### src/sv/h264fua_pkg.sv
// Shared types and constants for the H.264 RTP FU-A packetizer.
`default_nettype none
package h264fua_pkg;

	// Field widths
	localparam int DATA_W     = 8;
	localparam int UNIT_LEN_W = 24;
	localparam int ELAPSED_W  = 24;
	localparam int MTU_W      = 14;
	localparam int PT_W       = 7;
	localparam int SSRC_W     = 32;
	localparam int SEQ_W      = 16;
	localparam int TS_W       = 32;
	localparam int REG_IDX_W  = 2;

	// Configuration reset values
	localparam logic [MTU_W-1:0]  MTU_RESET  = 14'd1400;
	localparam logic [PT_W-1:0]   PT_RESET   = 7'd96;
	localparam logic [SSRC_W-1:0] SSRC_RESET = 32'd10;

	// Packet format
	localparam logic [7:0] RTP_VERSION_BYTE = 8'h80;
	localparam logic [7:0] NAL_NRI_MASK     = 8'h60;
	localparam logic [4:0] FU_A_TYPE        = 5'd28;
	localparam logic [4:0] NAL_ACCESS_LIMIT = 5'd6;
	localparam int         RTP_HDR_BYTES    = 12;
	localparam int         FU_HDR_BYTES     = 2;
	localparam int         START_CODE_BYTES = 4;
	localparam int         SHORT_UNIT_BYTES = 5;
	localparam int         MTU_FRAG_FLOOR   = 15;

	// Timestamp: elapsed_us * 9 / 100, the /100 as a reciprocal multiply
	localparam int             TS_X_W     = 28;
	localparam int             TS_RECIP_W = 29;
	localparam logic [TS_RECIP_W-1:0] TS_RECIP = 29'd343597384;
	localparam int             TS_SHIFT   = 35;
	localparam int             TS_PROD_W  = TS_X_W + TS_RECIP_W;

	// Command queue between front and back
	localparam int CMDQ_DEPTH = 4;
	localparam int CMDQ_PTR_W = 2;
	localparam int CMDQ_CNT_W = 3;

	typedef enum logic [REG_IDX_W-1:0] {
		REG_MAX_PACKET   = 2'd0,
		REG_PAYLOAD_TYPE = 2'd1,
		REG_STREAM_SRC   = 2'd2
	} reg_idx_t;

	typedef struct packed {
		logic [MTU_W-1:0]  max_packet_bytes;
		logic [PT_W-1:0]   payload_type;
		logic [SSRC_W-1:0] stream_source_id;
	} cfg_t;

	// One classified input byte: which output bytes it causes
	typedef struct packed {
		logic              short_flag;
		logic              hdr;
		logic              marker;
		logic [SEQ_W-1:0]  seq;
		logic [TS_W-1:0]   ts;
		logic              fu;
		logic [7:0]        fu_ind;
		logic [7:0]        fu_hdr;
		logic              data;
		logic [DATA_W-1:0] data_byte;
		logic              data_end;
	} cmd_t;

	function automatic logic is_access(input logic [7:0] nal);
		logic [4:0] t;
		t = nal[4:0];
		return (t != 5'd0) && (t < NAL_ACCESS_LIMIT);
	endfunction

endpackage
`default_nettype wire

### src/sv/h264fua_back.sv
// Back end: walks each command's byte slots and drives the output register.
`default_nettype none
module h264fua_back (
	input  wire logic                                 clk,
	input  wire logic                                 arst_n,
	input  wire h264fua_pkg::cfg_t                    cfg,
	input  wire logic                                 q_valid,
	input  wire h264fua_pkg::cmd_t                    q_cmd,
	output logic                                      q_pop,
	output logic                                      out_valid,
	input  wire logic                                 out_ready,
	output logic [h264fua_pkg::DATA_W-1:0]            out_byte,
	output logic                                      out_end,
	output logic                                      out_run_last,
	output logic                                      out_short
);
	import h264fua_pkg::*;

	localparam int SLOT_W = 4;
	localparam int NSLOTS = 16;
	localparam logic [SLOT_W-1:0] SLOT_SHORT   = 4'd0;
	localparam logic [SLOT_W-1:0] SLOT_VER     = 4'd1;
	localparam logic [SLOT_W-1:0] SLOT_PT      = 4'd2;
	localparam logic [SLOT_W-1:0] SLOT_SEQ_HI  = 4'd3;
	localparam logic [SLOT_W-1:0] SLOT_SEQ_LO  = 4'd4;
	localparam logic [SLOT_W-1:0] SLOT_TS3     = 4'd5;
	localparam logic [SLOT_W-1:0] SLOT_TS2     = 4'd6;
	localparam logic [SLOT_W-1:0] SLOT_TS1     = 4'd7;
	localparam logic [SLOT_W-1:0] SLOT_TS0     = 4'd8;
	localparam logic [SLOT_W-1:0] SLOT_SSRC3   = 4'd9;
	localparam logic [SLOT_W-1:0] SLOT_SSRC2   = 4'd10;
	localparam logic [SLOT_W-1:0] SLOT_SSRC1   = 4'd11;
	localparam logic [SLOT_W-1:0] SLOT_SSRC0   = 4'd12;
	localparam logic [SLOT_W-1:0] SLOT_FU_IND  = 4'd13;
	localparam logic [SLOT_W-1:0] SLOT_FU_HDR  = 4'd14;
	localparam logic [SLOT_W-1:0] SLOT_DATA    = 4'd15;

	typedef struct packed {
		logic              found;
		logic [SLOT_W-1:0] slot;
	} slot_pick_t;

	function automatic logic slot_on(input logic [SLOT_W-1:0] s, input cmd_t c);
		logic on;
		case (s) inside
			SLOT_SHORT:              on = c.short_flag;
			[SLOT_VER:SLOT_SSRC0]:   on = c.hdr;
			SLOT_FU_IND, SLOT_FU_HDR: on = c.fu;
			SLOT_DATA:               on = c.data;
			default:                 on = 1'b0;
		endcase
		return on;
	endfunction

	// lowest active slot at or above start
	function automatic slot_pick_t first_on(input logic [SLOT_W:0] start, input cmd_t c);
		slot_pick_t r;
		r = '0;
		for (int i = NSLOTS - 1; i >= 0; i--) begin
			if ((SLOT_W+1)'(i) >= start && slot_on(SLOT_W'(i), c)) begin
				r.found = 1'b1;
				r.slot = SLOT_W'(i);
			end
		end
		return r;
	endfunction

	cmd_t              cur_q;
	logic              busy_q;
	logic [SLOT_W-1:0] slot_q;

	logic              out_valid_q, out_end_q, out_run_last_q, out_short_q;
	logic [DATA_W-1:0] out_byte_q;

	logic              advance, cur_on;
	slot_pick_t        nxt, first;
	logic [7:0]        emit_byte;

	assign advance = !out_valid_q || out_ready;
	assign nxt = first_on((SLOT_W+1)'(slot_q) + (SLOT_W+1)'(1), cur_q);
	assign first = first_on('0, q_cmd);
	assign cur_on = slot_on(slot_q, cur_q);
	// load the next command when idle or when the current one emits its last byte
	assign q_pop = advance && q_valid && (!busy_q || !nxt.found);

	always_comb begin
		case (slot_q)
			SLOT_SHORT:  emit_byte = 8'd0;
			SLOT_VER:    emit_byte = RTP_VERSION_BYTE;
			SLOT_PT:     emit_byte = {cur_q.marker, cfg.payload_type};
			SLOT_SEQ_HI: emit_byte = cur_q.seq[15:8];
			SLOT_SEQ_LO: emit_byte = cur_q.seq[7:0];
			SLOT_TS3:    emit_byte = cur_q.ts[31:24];
			SLOT_TS2:    emit_byte = cur_q.ts[23:16];
			SLOT_TS1:    emit_byte = cur_q.ts[15:8];
			SLOT_TS0:    emit_byte = cur_q.ts[7:0];
			SLOT_SSRC3:  emit_byte = cfg.stream_source_id[31:24];
			SLOT_SSRC2:  emit_byte = cfg.stream_source_id[23:16];
			SLOT_SSRC1:  emit_byte = cfg.stream_source_id[15:8];
			SLOT_SSRC0:  emit_byte = cfg.stream_source_id[7:0];
			SLOT_FU_IND: emit_byte = cur_q.fu_ind;
			SLOT_FU_HDR: emit_byte = cur_q.fu_hdr;
			SLOT_DATA:   emit_byte = cur_q.data_byte;
			default:     emit_byte = 8'd0;
		endcase
	end

	always_ff @(posedge clk) begin
		if (q_pop) begin
			cur_q <= q_cmd;
		end
		if (advance && busy_q) begin
			out_byte_q     <= emit_byte;
			out_end_q      <= (slot_q == SLOT_DATA) && cur_q.data_end;
			out_run_last_q <= !nxt.found;
			out_short_q    <= slot_q == SLOT_SHORT;
		end
	end

	always_ff @(posedge clk or negedge arst_n) begin
		if (!arst_n) begin
			busy_q      <= 1'b0;
			slot_q      <= SLOT_SHORT;
			out_valid_q <= 1'b0;
		end else if (advance) begin
			out_valid_q <= busy_q;
			if (busy_q && nxt.found) begin
				slot_q <= nxt.slot;
			end else if (q_pop) begin
				busy_q <= 1'b1;
				slot_q <= first.slot;
			end else begin
				busy_q <= 1'b0;
			end
		end
	end

	assign out_valid    = out_valid_q;
	assign out_byte     = out_byte_q;
	assign out_end      = out_end_q;
	assign out_run_last = out_run_last_q;
	assign out_short    = out_short_q;

	a_slot_active: assert property (@(posedge clk) disable iff (!arst_n)
		busy_q |-> cur_on) else $error("sequencer parked on an inactive slot");
	a_short_alone: assert property (@(posedge clk) disable iff (!arst_n)
		(out_valid_q && out_short_q) |-> (out_run_last_q && !out_end_q))
		else $error("short-unit flag not a lone result");
	a_pop_at_end: assert property (@(posedge clk) disable iff (!arst_n)
		q_pop |-> (!busy_q || !nxt.found)) else $error("command loaded mid-expansion");

endmodule
`default_nettype wire

### config.mk
export PLATFORM = sky130hd
export DESIGN_NAME = h264fua_back
export DESIGN_NICKNAME = d
export VERILOG_FILES = /design/src/sv/h264fua_pkg.sv /design/src/sv/h264fua_back.sv
export SDC_FILE = /design/constraint.sdc
export NUM_CORES = 1
export LEC_CHECK = 0
export ABC_AREA = 1
export BUFFER_PORTS_ARGS = -buffer_cell sky130_fd_sc_hd__buf_4
export CAP_MARGIN = 25
export CORE_ASPECT_RATIO = 0.6
export CORE_MARGIN = 5
export CORE_UTILIZATION = 50
export DETAILED_ROUTE_END_ITERATION = 12
export PLACE_DENSITY = 0.89
export SYNTH_ARGS = -nofsm -noshare
export SYNTH_HDL_FRONTEND = slang
export SYNTH_SLANG_ARGS = --single-unit
### constraint.sdc
create_clock -name clk -period 8 [get_ports clk]
set_input_delay 0.4 -clock clk [delete_from_list [all_inputs] [get_ports clk]]
set_output_delay 0.4 -clock clk [all_outputs]
set_load 0.03 [all_outputs]
# After elaboration in Yosys (flattened, before gate mapping)
# Cells that the tools add are included.
# W data, S select, Z words.
# totals
regBits,95
# classes
n_addsub,1
n_lt_le_gt_ge,16
eq_ne,15
n_mux,24
n_bitwise,1
n_reduce_logical,30
# op_table
operator,n
$pmux W8 S16,1
$mux W5,16
$ge A4 B5 Y1 const A,8
$eq A4 B4 Y1 const B,8
$mux W4,6
$logic_and A1 B1 Y1,21
$ge A3 B5 Y1 const A,4
$eq A4 B3 Y1 const B,4
$ge A1 B5 Y1 const A,2
$ge A2 B5 Y1 const A,2
$eq A4 B2 Y1 const B,2
$add A4 B1 Y5 const B,1
$eq A4 B1 Y1 const B,1
$logic_not A4 Y1,1
$reduce_and A2 Y1,2
$logic_not A1 Y1,3
$logic_or A1 B1 Y1,2
$reduce_bool A2 Y1,1
$mux W1,1
$not A1 Y1,1

# Logic depth before layout (Yosys ltp)
# Gate-level depths: netlist of run 1.
# depth
ltp_word,24
mapped_depth,24
mapped_depth_nobuf,24

# Worst setup path before layout of run 1
# OpenSTA, ideal clock, no wires.
# synth_path
path_kind,register -> register
startpoint,register slot_q[0]
endpoint,"register cur_q[0] (netlist name), enable pin"
setup_time_ns,0.535
arrival_time_ns,5.467
path_slack_ns,1.998
stages_incl_launch_ff,16
path_buffers,1
synth_period_minus_slack_ns,6.002
cell_sequence,dfrtp_1 > buf_2 > inv_1 > ha_1 > inv_1 > nor2_4 > nand2_1 > nand3_2 > nand3_2 > nor2_2 > inv_2 > nor2_4 > inv_2 > nand2_4 > inv_4 > nor2_1
# synth_via
elab_chain_len,22
elab_cells_between_ends,52
cone_classes,add/sub: 1; order compare: 16; mux: 16; reduce/logical: 19
# synth_lines
element,line_no,rtl
from (decl),h264fua_back.sv:70,logic [SLOT_W-1:0] slot_q;
from (signal assigned),h264fua_back.sv:128,slot_q <= nxt.slot;
from (signal assigned),h264fua_back.sv:131,slot_q <= first.slot;
$add A4 B1 Y5 *,h264fua_back.sv:80,"assign nxt = first_on((SLOT_W+1)'(slot_q) + (SLOT_W+1)'(1), cur_q);"
$ge A4 B5 Y1,h264fua_back.sv:60,"if ((SLOT_W+1)'(i) >= start && slot_on(SLOT_W'(i), c)) begin"
$logic_and A1 B1 Y1,h264fua_back.sv:60,
$mux W5 (15 in series),h264fua_back.sv:60,
$mux W5 *,h264fua_back.sv:60,
$logic_not A1 Y1 *,h264fua_back.sv:84,assign q_pop = advance && q_valid && (!busy_q || !nxt.found);
$logic_or A1 B1 Y1 *,h264fua_back.sv:84,
$logic_and A1 B1 Y1 *,h264fua_back.sv:84,
named net q_pop,h264fua_back.sv:9,"output logic q_pop,"
to (signal assigned),h264fua_back.sv:110,cur_q <= q_cmd;
to (decl),h264fua_back.sv:68,cmd_t cur_q;
# The timed path passes the listed nets; every way through them passes the cells marked *.
# A chain may end at the register's enable or synchronous reset.

# Worst setup path in the final report of run 1
# layout_path
startpoint,register slot_q[0]
endpoint,output q_pop
# layout_via
elab_chain_len,22
elab_cells_between_ends,52
cone_classes,add/sub: 1; order compare: 16; mux: 16; reduce/logical: 19
# layout_lines
element,line_no
$add A4 B1 Y5 *,h264fua_back.sv:80
$ge A4 B5 Y1,h264fua_back.sv:60
$logic_and A1 B1 Y1,h264fua_back.sv:60
$mux W5 (15 in series),h264fua_back.sv:60
$mux W5 *,h264fua_back.sv:60
$logic_not A1 Y1 *,h264fua_back.sv:84
$logic_or A1 B1 Y1 *,h264fua_back.sv:84
$logic_and A1 B1 Y1 *,h264fua_back.sv:84
to (decl),h264fua_back.sv:9
# Mark *: on every way between the ends. The rest lies on a longest branch, timed or not.

==> results.txt, run 1 <==
After detailed placement, the total cell area comes to 0.005522 sq mm. The reported leakage power is 2.467 nW. The total instance count after detailed placement is 626. The transition time of the tightest slew-check pin is 0.9731 ns.

The combined buffer and inverter count along the critical path came out at 7. In this run the most used layer during global routing was met2. The horizontal die dimension came out at 130.7 um. The detailed router's first-iteration violation count is 401.

The average instance in the mapped netlist occupies 11.45 sq um. In this run the critical register-to-register path is launched from slot_q[0]. The clock passes through at most 2 buffers. The endpoint identified for the worst register-to-register timing path is cur_q[8].

The first-pass iteration count of the detailed router is 5. The synthesized netlist net count is 522. The worst min-delay path endpoint is cur_q[46]. The number of different library cells used by synthesis comes to 44. In this run the count of I/O pins placed on the die edge is 148. The final worst hold slack came out at 0.2244 ns. The floorplan has 26 rows. On the critical path the largest part of the delay comes from simple AND/OR/NAND/NOR gates. The worst setup path is launched from a flip-flop. The initial antenna violation count is 0. The shortest clock period the worst path allows after layout is 4.665 ns. After clock tree synthesis, the flow added hold-fix buffers numbering 1. The overflow left after global routing came out at 0.

The overall routing resource usage came out at 22.63%. The tightest min-delay check is of the primary input to flip-flop type. The area overhead of the layout relative to synthesis came out at 32.82%.

The cell at the root of the clock tree is sky130_fd_sc_hd__clkbuf_16. The post-place setup slack is 3.742 ns. For met1 alone, demand over resource in global routing was 30.16%. In this run the remaining antenna-violating nets after routing total 0. By instance count, the cell type seen most on the critical path is sky130_fd_sc_hd__nor2_4. The critical path goes through inv_1, ha_1, inv_1, nor2_4, nand2_1, nand3_2, nand3_2, nor2_2, inv_2, nor2_4, inv_2, nand2_4, inv_4, nor2_4, buf_4, buf_4. The cell depth of the worst flop-to-flop path came out at 15.

The parity-gate share of the synthesized area counting xor and xnor cells is 0%. The setup slack after layout came out at 3.335 ns. The compound-cell area share of the yosys netlist is 11.36%. At the end of the flow the core is filled with cells to 68.14%. The via count of the first global-routing pass is 3408. The share of synthesized cell area in full adder, half adder and majority cells is 1.431%. Synthesis handed over a netlist of 382 instances.

The setup-violating endpoint count in the final report came out at 0. The setup path with the least slack is of type flip-flop to primary output. Summed over all layers, the routed wires come to 11.91 mm. Clock-pin slew was measured on the worst setup and hold paths at 0.07 ns.

The flop and latch count out of synthesis is 95. The final RePlAce weighted congestion is 0.9790. The total clock buffers created by CTS came out at 9. The sequential element share of the synthesized area came out at 64.55%. The non-filler instance count after layout is 642. The final HPWL from detailed placement is 8.786 mm. The number of inserted filler cells in the final layout came out at 620. The first global-routing pass estimated 17.94 mm of wire.

The initial utilization of the core area, before any placement, comes to 51.31%. The ratio of total power to cell area came out at 329.4 mW/mm^2. The die covers 0.01078 sq mm. The endpoint arrival time on the critical path came out at 4.26 ns. In this run the most critical hold path is launched from q_cmd[46]. The routed length per placed instance is 18.56 um. For this run, global-route usage on met3 was measured as 6.298%. The setup slack of the worst register-to-register path is 3.98 ns.

The final number of hold-violating endpoints came out at 0. The worst endpoint required time came out at 7.60 ns. The share of synthesized cell area in and, or, nand and nor gates came out at 17.17%. The total via count in the routed design is 3574. The highest attainable clock frequency came out at 214.4 MHz. The die outline height is 82.44 um. The max-slew violation count is 0. For this run, the number of Yosys warnings is 0. After synthesis, the largest family of logic cells by area is simple AND/OR/NAND/NOR gates.

TritonCTS built the clock tree. The worst setup path is captured at a primary output. The fraction of registers with async set/reset is 6.316%. The tightest slew margin relative to the limit is 34.97%. The clock skew after layout is 0.008735 ns. The period utilization came out at 58.31%. The post-route setup TNS is 0 ns. The port buffer count is 133.

The reported max-cap violation count is 0. The H-tree was split into 3 levels. The area of all placed cells without fillers came out at 0.005808 sq mm. The largest net degree at the start of global routing came out at 48.

Counting instances, the worst hold path has a depth of 1. The CTS sink count is 95. The number of cells upsized or downsized after cts is 0. Of all nets on the critical path, the largest fanout is 47.

The cell at the slowest stage of the critical path is sky130_fd_sc_hd__nor2_4. In this run the post-CTS setup repair buffer count came out at 0. Dividing the detail-routed via count by the number of cells gives 5.567.

The flow ran to the end, and the final reports show no timing, DRC or antenna violations. The mux share of post-synthesis cell area is 0%. The final layout contains 666 nets. The met2 track utilization from global routing came out at 37.28%.

The clock insertion delay at the later pin of the skew report is 0.35 ns. In this run, synthesis inferred 89 flip-flops with an integrated enable. The ratio of cells with drive above 1 in the final layout is 34.72%. The worst ir drop on vdd is 179.3 uV. Setup repair after global routing left no endpoint under its margin. Among all flip-flop cells after synthesis, the most frequent one is sky130_fd_sc_hd__edfxtp_1. For this run, the slowest stage of the critical path takes 0.73 ns. The total power consumption of the routed design came out at 1.913 mW. The core region is 0.008523 sq mm. The cell area after technology mapping is 0.004373 sq mm. The diode insertion count for antenna repair is 0. The number of remaining DRC errors came out at 0.
[area by class of cell]
class	count	area [sq um]	share of cell area, %
Clock buffer	9	225.2	3.878
Clock inverter	6	51.30	0.8832
Inverter	53	205.2	3.533
Multi-Input combinational cell	228	1318	22.68
Sequential cell	95	2823	48.60
Tap cell	112	140.1	2.413
Timing Repair Buffer	139	1046	18.01
[cells by family (layout without fill, tap and decap cells)]
logic type	after synthesis	after routing
DFF	95	95
AOI/OAI and AO/OA	65	65
and+or+nand+nor	158	158
buffers and inverters	59	207
adders and majority gates	5	5
[synth_stat cells (2+ instances only)]
cell | n | area (sq um)
sky130_fd_sc_hd__nand3_1 | 34 | 170.2
sky130_fd_sc_hd__clkbuf_1 | 2 | 7.510
sky130_fd_sc_hd__inv_2 | 8 | 30.03
sky130_fd_sc_hd__dfrtp_1 | 6 | 150.1
sky130_fd_sc_hd__inv_4 | 2 | 12.51
sky130_fd_sc_hd__nor2_1 | 33 | 123.9
sky130_fd_sc_hd__nand2_2 | 4 | 25.02
sky130_fd_sc_hd__o21ai_0 | 11 | 55.05
sky130_fd_sc_hd__o21ai_1 | 5 | 25.02
sky130_fd_sc_hd__nand2_1 | 64 | 240.2
sky130_fd_sc_hd__o2bb2ai_1 | 2 | 17.52
sky130_fd_sc_hd__ha_1 | 5 | 62.56
sky130_fd_sc_hd__a21oi_1 | 4 | 20.02
sky130_fd_sc_hd__a22oi_1 | 4 | 30.03
sky130_fd_sc_hd__a31oi_1 | 2 | 12.51
sky130_fd_sc_hd__a22o_1 | 9 | 78.83
sky130_fd_sc_hd__nand4_1 | 8 | 50.05
sky130_fd_sc_hd__o31ai_1 | 2 | 15.01
sky130_fd_sc_hd__a2111oi_0 | 3 | 26.28
sky130_fd_sc_hd__a221oi_1 | 14 | 122.6
sky130_fd_sc_hd__nor2_4 | 3 | 33.78
sky130_fd_sc_hd__nand3_2 | 2 | 20.02
sky130_fd_sc_hd__edfxtp_1 | 89 | 2673
sky130_fd_sc_hd__inv_1 | 42 | 157.7
sky130_fd_sc_hd__nand2_4 | 5 | 56.30
[flip-flops by register name, indices dropped and copies added (netlist names)]
name and cells:
busy_q 1, cur_q 78, out_byte 8, out_end 1
out_run_last 1, out_short 1, out_valid 1, slot_q 4
[worst reg2reg max path: cells and delay by family, from the launching register on]
kind | cells | cell delay, ns
flip-flops | 1 | 0.60
buffers and inverters | 6 | 1.16
adder cells (fa/ha/maj) | 1 | 0.45
AND/OR/NAND/NOR | 8 | 1.43
[how the worst max path moves through the flow]
| stage | slack (ns) | startpoint | cells after the start | end |
|---|---|---|---|---|
| final | 3.34 | slot_q[0] | 16 | q_pop |
| after global routing | 3.08 | slot_q[0] | 16 | q_pop |
| after global placement | 3.94 | slot_q[0] | 16 | q_pop |
| after CTS | 3.37 | slot_q[0] | 16 | q_pop |
| after detailed placement | 3.74 | slot_q[0] | 16 | q_pop |
| after floorplan | 2.00 | slot_q[0] | 15 | cur_q[0] |
[power by group]
part	total (mW)	internal, mW	switching, mW
Sequential	0.713	0.661	0.0523
Combinational	0.799	0.279	0.521
Clock	0.401	0.214	0.187
Total	1.91	1.15	0.760
[cells in the final DEF (no fill, tap or decap), drive strengths merged, types with 2 or more instances in the layout]
| cell type | synthesis | final |
|---|---|---|
| a221oi | 14 | 14 |
| inv | 52 | 56 |
| nand4 | 8 | 8 |
| nand3 | 36 | 36 |
| o21ai | 17 | 17 |
| clkinv | 1 | 3 |
| a22o | 9 | 9 |
| nor2 | 37 | 37 |
| ha | 5 | 5 |
| nand2 | 73 | 73 |
| o31ai | 2 | 2 |
| dfrtp | 6 | 6 |
| o2bb2ai | 2 | 2 |
| a21oi | 6 | 6 |
| a31oi | 2 | 2 |
| edfxtp | 89 | 89 |
| clkbuf | 2 | 9 |
| buf | 4 | 138 |
| a2111oi | 3 | 3 |
| a22oi | 4 | 4 |
[layer usage]
metal,wire length [um],part of all wire (%)
met5,0,0
met4,131,1.1
met3,1192,10
met2,5801,49
met1,4788,40
(Power assumes the default switching activity.)
==> inputs of run 2 (changes only) <==
--- a/config.mk
+++ b/config.mk
@@ -5,14 +5,14 @@
 export SDC_FILE = /design/constraint.sdc
 export NUM_CORES = 1
 export LEC_CHECK = 0
-export ABC_AREA = 1
+export ABC_AREA = 0
 export BUFFER_PORTS_ARGS = -buffer_cell sky130_fd_sc_hd__buf_4
 export CAP_MARGIN = 25
 export CORE_ASPECT_RATIO = 0.6
 export CORE_MARGIN = 5
-export CORE_UTILIZATION = 50
+export CORE_UTILIZATION = 51
 export DETAILED_ROUTE_END_ITERATION = 12
-export PLACE_DENSITY = 0.89
+export PLACE_DENSITY = 0.9
 export SYNTH_ARGS = -nofsm -noshare
 export SYNTH_HDL_FRONTEND = slang
 export SYNTH_SLANG_ARGS = --single-unit
==> constraint.sdc (replaced) <==
create_clock -name clk -period 4.9 [get_ports clk]
set_input_delay 0.245 -clock clk [delete_from_list [all_inputs] [get_ports clk]]
set_output_delay 0.245 -clock clk [all_outputs]
set_load 0.03 [all_outputs]
==> run 2 against run 1 <==
  * Global-route usage is 2.3 points higher
  * Design area is 1.9% higher
  * Combinational power is 100% higher
  * Routed wire length is 10% higher
  * Clock skew is 0.0049 ns lower
  * First-iteration DRC count is 31% higher
  * Largest power group unchanged
==> results.txt, run 2 <==
The run finished with clean final reports. Including well taps, the total number of placed cells is 589. Measured in cells, the most critical reg-to-reg path has a length of 9. The synthesized netlist net count is 499. Summing all placed instances gives a cell area of 0.005607 sq mm. The number of warnings issued by yosys is 0. The global-route wire length before repair is 20.63 mm. The largest net degree at the start of global routing is 47.

The final-stage net count is 630. After clock tree synthesis, the clock-pin slew on the worst setup and hold paths is 0.06 ns. The share of the core filled with cells in the final layout came out at 69.17%.

The clock insertion delay at the later pin of the skew report is 0.34 ns. On the final layout, the worst clock skew is 0.003819 ns. The endpoint of the lowest-slack register-to-register path is cur_q[1]. The highest attainable clock frequency came out at 232.1 MHz. Global routing consumed, on the met2 layer, 38.97% of the routing resources. Tracing the worst setup path back leads to its startpoint at slot_q[0]. The number of levels in the clock H-tree is 3. The met3 track demand over resource is 8.717%. The path class of the tightest hold or removal check is primary input to flip-flop. Counting every instance in the synthesized netlist gives 359. For the worst setup path, the data required time is 4.66 ns. The total clock buffers created by CTS is 9. Ranked by instance count, the synthesized netlist is headed by 89 x sky130_fd_sc_hd__edfxtp_1, 27 x sky130_fd_sc_hd__a21oi_1, 24 x sky130_fd_sc_hd__nand2_1. The count of cell types in the netlist came out at 58. The top cell type by area accounts for 59.50% of the synthesized area.

Leaving out fill and tap cells, the most frequent cells in the layout are 144 x sky130_fd_sc_hd__buf_4, 89 x sky130_fd_sc_hd__edfxtp_1, 27 x sky130_fd_sc_hd__a21oi_1, 24 x sky130_fd_sc_hd__nand2_1, 19 x sky130_fd_sc_hd__a22oi_1. The die outline height is 82.70 um. Once layout is complete, the cells apart from fillers number 607. Setup violations remaining at the end of the flow were counted as 0.

The cell area after technology mapping is 0.004492 sq mm. The port buffer count is 133. The shortest clock period the worst path allows after layout came out at 4.308 ns. The deepest clock path buffer count came out at 2. The final RePlAce weighted congestion is 0.9111. The initial antenna violation count is 0. The tool flagged a number of max-cap violations equal to 0. The sequential element share of the synthesized area is 62.84%. The number of inserted filler cells in the final layout came out at 610. The total via count in the routed design came out at 3772.

STA puts the critical path data arrival time at 4.06 ns. Compared with the post-synthesis result, the final layout area differs by 31.75%. The final number of hold-violating endpoints is 0. The setup slack of the worst register-to-register path is 0.80 ns. The cell with the most instances after synthesis is sky130_fd_sc_hd__edfxtp_1. The floorplan die area came out at 0.01085 sq mm.

The ratio of cells with drive above 1 in the final layout came out at 34.14%. By area the synthesized netlist is led by sky130_fd_sc_hd__edfxtp_1 59%, sky130_fd_sc_hd__dfrtp_1 3.3%, sky130_fd_sc_hd__a22oi_1 3.2%, sky130_fd_sc_hd__a21oi_1 3.0%, sky130_fd_sc_hd__a222oi_1 2.0%. The type of origin of the critical path is a flip-flop. After synthesis, the share of flip-flops with an asynchronous set or reset is 6.316%. The HPWL after detailed placement is 9.500 mm. The transition time of the tightest slew-check pin came out at 0.8034 ns. The flop and latch count out of synthesis is 95. The mean area per synthesized cell came out at 12.51 sq um. The number of remaining DRC errors is 0. The die is 131.2 um wide. The number of enable-type register cells in the synthesized netlist is 89.

The total detailed-routing wirelength is 13.13 mm. The tightest slew margin relative to the limit came out at 46.44%. The post-place setup slack came out at 0.9143 ns. The commonest non-fill, non-tap cell in the layout is sky130_fd_sc_hd__buf_4. The detailed router's first-iteration violation count came out at 526. The overflow left after global routing is 0. Power spread over the standard cell area amounts to 601.3 mW/mm^2.

The area of the core region came out at 0.008556 sq mm. The via count of the first global-routing pass is 3714. The overall routing resource usage came out at 24.88%. STA classifies the critical path endpoint as a primary output. The type of the worst setup path is flip-flop to primary output.

The period utilization came out at 87.91%. The routed length per placed instance came out at 21.63 um. The max-slew violation count is 0. The number of top-level pins is 148.

The placement row count is 26. The most used flip-flop cell after synthesis is sky130_fd_sc_hd__edfxtp_1. The number of nets with antenna violations after routing came out at 0. In this run the worst path has a maximum fanout of 46.

The global routing stage identified its most utilized layer as met2. The mean number of vias per cell is 6.214. Setup repair after global routing left no endpoint under its margin. Once the floorplan was initialized, standard cells occupied 52.50% of the core. The area of all placed cells without fillers came out at 0.005918 sq mm. The number of flip-flops under the largest register name came out at 78. CTS saw 95 sinks. The setup slack after layout is 0.5924 ns. The number of antenna diodes in the final layout is 0. The first detailed-routing pass took 5 iterations. The launching point of the worst reg2reg path is slot_q[0]. The register with the most flip-flops in the final layout is cur_q. TritonCTS built the clock tree. The reported leakage power came out at 2.300 nW.

Summed over all instances, the cell type with the most area after synthesis is sky130_fd_sc_hd__edfxtp_1. The post-route setup TNS came out at 0 ns. The cell at the root of the clock tree is sky130_fd_sc_hd__clkbuf_16. The destination of the critical timing path is q_pop. The global routing met1 resource utilization is 33.33%.

The worst ir drop on vdd came out at 284.0 uV. The number of setup buffers added after CTS is 0.
-- run 2: cell count changes after synthesis, moves of 15 or more --
cell,change
sky130_fd_sc_hd__a21oi_1,+23
sky130_fd_sc_hd__a22oi_1,+15
sky130_fd_sc_hd__clkbuf_1,+19
sky130_fd_sc_hd__inv_1,-31
sky130_fd_sc_hd__nand2_1,-40
sky130_fd_sc_hd__nand3_1,-20
sky130_fd_sc_hd__nor2_1,-16
-- run 2: through the flow --
step                hold WS (ns)  power (mW)
finish                   0.07869       3.558
global route             0.06506       3.761
CTS                      0.07008       3.528
detailed placement       0.05518       2.844
global placement         0.05346       2.824
floorplan               -0.05059       2.329
-- run 2: area by class of cell --
type,count,area [sq um],share of cell area (%)
clock inverter,6,61.31,1.036
inverter,11,41.29,0.6977
sequential,95,2823,47.70
tap,112,140.1,2.368
timing repair buffer,146,1102,18.63
clock buffer,10,229.0,3.869
multi-input combinational,227,1521,25.71
-- run 2: how the worst min path moves through the flow --
stage / start / endpoint / slack (ns) / cells past startpoint
floorplan: arst_n / busy_q / -0.05 / 0
global placement: arst_n / out_valid / 0.05 / 1
detailed placement: arst_n / out_valid / 0.06 / 1
CTS: q_cmd[32] / cur_q[32] / 0.07 / 1
global route: q_cmd[21] / cur_q[21] / 0.07 / 1
finish: q_cmd[32] / cur_q[32] / 0.08 / 1
-- run 2: power by group --
group | leakage, nW | switching [mW] | internal [mW] | total, mW
clock network | 0.144 | 0.283 | 0.394 | 0.677
registers | 0.883 | 0.137 | 1.12 | 1.26
logic | 1.27 | 1.01 | 0.610 | 1.62
-- run 2: what timing repair did --
item	CTS	global route
endpoints found under the hold margin	6	0
hold buffers	1	0
resized for setup	0	0
-- run 2: kinds of logic after synthesis --
kind of cell | count (synthesis) | share of synthesized area [%]
AOI/OAI and AO/OA | 125 | 20.36
xor gates and xnor gates | 2 | 0.3900
adders and majority gates | 5 | 1.393
buffers and inverters | 37 | 3.398
DFF | 95 | 62.84
muxes | 7 | 1.755
and+or+nand+nor | 88 | 9.861
-- run 2: worst max-delay path: stages, from the launching register on --
cell and delay, ns:
sky130_fd_sc_hd__dfrtp_1 0.67, sky130_fd_sc_hd__ha_1 0.63, sky130_fd_sc_hd__buf_4 0.26, sky130_fd_sc_hd__and4b_1 0.20
sky130_fd_sc_hd__a32oi_1 0.18, sky130_fd_sc_hd__a31oi_1 0.21, sky130_fd_sc_hd__o31ai_2 0.42, sky130_fd_sc_hd__and2_4 0.24
sky130_fd_sc_hd__and3_4 0.62, sky130_fd_sc_hd__buf_4 0.28
-- run 2: metal layers --
layer / wire length (um) / share of wire, %
met5: 0 / 0
met2: 5771 / 44
met4: 206 / 1.6
met1: 5632 / 43
met3: 1519 / 12
==> inputs of run 3 (changes only) <==
--- a/config.mk
+++ b/config.mk
@@ -11,8 +11,10 @@
 export CORE_ASPECT_RATIO = 0.6
 export CORE_MARGIN = 5
 export CORE_UTILIZATION = 51
+export CTS_CLUSTER_SIZE = 8
 export DETAILED_ROUTE_END_ITERATION = 12
 export PLACE_DENSITY = 0.9
+export RECOVER_POWER = 25
 export SYNTH_ARGS = -nofsm -noshare
 export SYNTH_HDL_FRONTEND = slang
 export SYNTH_SLANG_ARGS = --single-unit
==> run 3 against run 2 <==
  * Sequential power about the same
  * First-iteration DRC count grew 4.2%
  * Final cell count did not move
  * Non-clock buffer count is the same
  * Highest routed layer unchanged
==> results.txt, run 3 (same netlist as run 2, synthesis figures left out) <==
STA classifies the critical path endpoint as a primary output. The effective utilization at floorplan is 52.50%. The ratio of cells with drive above 1 in the final layout came out at 34.14%. cur_q holds more flip-flops than any other register. The highest attainable clock frequency is 230.5 MHz. The most repeated library cell on the critical path is sky130_fd_sc_hd__buf_4.

The number of nets with antenna violations after routing came out at 0. The non-filler instance count after layout is 607. Setup repair after global routing left no endpoint under its margin. The shortest clock period the worst path allows after layout is 4.339 ns. The share of the core filled with cells in the final layout is 69.17%. The routed length per placed instance came out at 21.55 um.

The largest net degree at the start of global routing came out at 47. The final HPWL from detailed placement is 9.500 mm. The top cell types in the final layout, fill and taps aside, are 94 x sky130_fd_sc_hd__buf_4, 89 x sky130_fd_sc_hd__edfxtp_1, 50 x sky130_fd_sc_hd__clkbuf_4, 27 x sky130_fd_sc_hd__a21oi_1, 24 x sky130_fd_sc_hd__nand2_1. The detailed router's first-iteration violation count is 548. The met2 track utilization from global routing is 38.97%. For met3 alone, demand over resource in global routing was 8.717%. The worst stage delay on the critical path came out at 0.67 ns.

Power comes to 3.553 mW. The overflow left after global routing is 0. The run finished with clean final reports. The tightest slew margin relative to the limit came out at 47.46%.

The number of levels in the clock H-tree is 3. The area overhead of the layout relative to synthesis came out at 31.75%. Counting the buffers created by CTS gives 9. The total instance count after detailed placement is 589. The via count of the first global-routing pass is 3714. The mean number of vias per cell came out at 6.189. The initial antenna violation count is 0. The clock-pin slew on the worst setup and hold paths is 0.06 ns. The post-place setup slack came out at 0.9143 ns.

The max-slew violation count came to 0. The first global-routing pass estimated 20.63 mm of wire. The filler cells instantiated in the layout total 610.

The clock skew after layout came out at 0.003567 ns. In the global route stage, overall resource usage came out at 24.88%. The die outline height came out at 82.70 um.

The reported max-cap violation count is 0. The CTS sink count came out at 95. For this design the ratio of total power to cell area is 600.4 mW/mm^2.

The final number of hold-violating endpoints is 0. The layer flagged by global routing as most heavily used is met2. The floorplan step defined a die boundary enclosing 0.01085 sq mm. The clock insertion delay at the later pin of the skew report is 0.34 ns. The die is 131.2 um wide. The worst endpoint required time came out at 4.66 ns. The placement row count is 26. The transition time of the tightest slew-check pin came out at 0.7882 ns. The number of flip-flops under the largest register name came out at 78.

The post-route setup TNS came out at 0 ns. The final-stage net count came out at 630. Of all nets on the critical path, the largest fanout is 46. The number of remaining DRC errors came out at 0. The port buffer count came out at 133. In this run the static leakage power is 2.290 nW. The worst-case IR drop observed on VDD is 282.6 uV.

The period utilization is 88.55%. Counting along the longest clock path gives a buffer depth of 2. The setup-violating endpoint count in the final report is 0. The first-pass iteration count of the detailed router came out at 5. The path class of the tightest hold or removal check is primary input to flip-flop. Clock tree synthesis selected as its root buffer the cell sky130_fd_sc_hd__clkbuf_16. On the critical path, the stage with the largest delay is an instance of sky130_fd_sc_hd__dfrtp_1. The diode insertion count for antenna repair is 0. The total detailed-routing wirelength came out at 13.08 mm. Leaving out fill and tap cells, the most frequent cell in the layout is sky130_fd_sc_hd__buf_4. The global routing met1 resource utilization is 33.33%.

The worst setup path is launched from a flip-flop. The final RePlAce weighted congestion came out at 0.9111. The CTS tree is done.

148 I/O pins were placed. The setup slack after layout is 0.5610 ns. In this run the post-CTS setup repair buffer count came out at 0. The total area inside the core boundary comes to 0.008556 sq mm. The type of the worst setup path is flip-flop to primary output.

The total via count in the routed design came out at 3757. The signal on the critical path passes through ha_1, buf_4, and4b_1, a32oi_1, a31oi_1, o31ai_2, and2_4, and3_4, buf_4. The endpoint arrival time on the critical path came out at 4.09 ns.
run 3: changes by cell type in the layout (fill, tap and decap cells not counted):
cell                       previous run  this run
sky130_fd_sc_hd__buf_4              144        94
sky130_fd_sc_hd__clkbuf_4             0        50
run 3: cell type report:
class                   count  area [sq um]  share of cell area [%]
flip-flops and latches     95          2823                   47.70
multi-input cells         227          1521                   25.71
repair buffers            146          1102                   18.63
clock buffers              10         229.0                   3.869
well taps                 112         140.1                   2.368
clock inverters             6         61.31                   1.036
inverters                  11         41.29                  0.6977
run 3: final timing paths:
| check | depth (start not counted) | end | from | slack (ns) |
|---|---|---|---|---|
| min in group asynchronous | 2 | out_valid | arst_n | 0.24 |
| min | 1 | cur_q[39] | q_cmd[39] | 0.08 |
| max in group asynchronous | 2 | slot_q[3] | arst_n | 4.54 |
| max reg2reg | 9 | cur_q[40] | slot_q[0] | 0.77 |
| max | 9 | q_pop | slot_q[0] | 0.56 |
| min reg2reg | 1 | out_end | cur_q[0] | 0.54 |
run 3: where the power goes:
| group | switching [mW] | internal [mW] | leakage [nW] |
|---|---|---|---|
| logic | 1.01 | 0.608 | 1.26 |
| clock network | 0.284 | 0.394 | 0.144 |
| registers | 0.136 | 1.12 | 0.883 |
run 3: worst max-delay path, delay by kind of cell (launching register included):
kind	cells	cell delay [ns]
simple gates	3	1.06
fa+ha+maj	1	0.64
buf+inv	2	0.54
compound gates	3	0.82
flops	1	0.67
run 3: timing repair:
item,4_1_cts,5_1_grt
hold buffers,1,0
gates resized for setup,0,0
hold endpoints to repair,6,0
run 3: stage by stage:
step,hold WS [ns],instance area [sq um]
after global placement,0.05346,5607
after detailed placement,0.05518,5607
after global routing,0.07722,5918
final,0.08213,5918
after CTS,0.07008,5907
after floorplan,-0.05059,4492
run 3: layer usage:
layer	part of all wire, %	wire [um]	vias up
met2	44	5763	248
met5	0	0	-
li1	-	-	1699
met1	43	5629	1786
met4	1.6	207	0
met3	11	1479	24
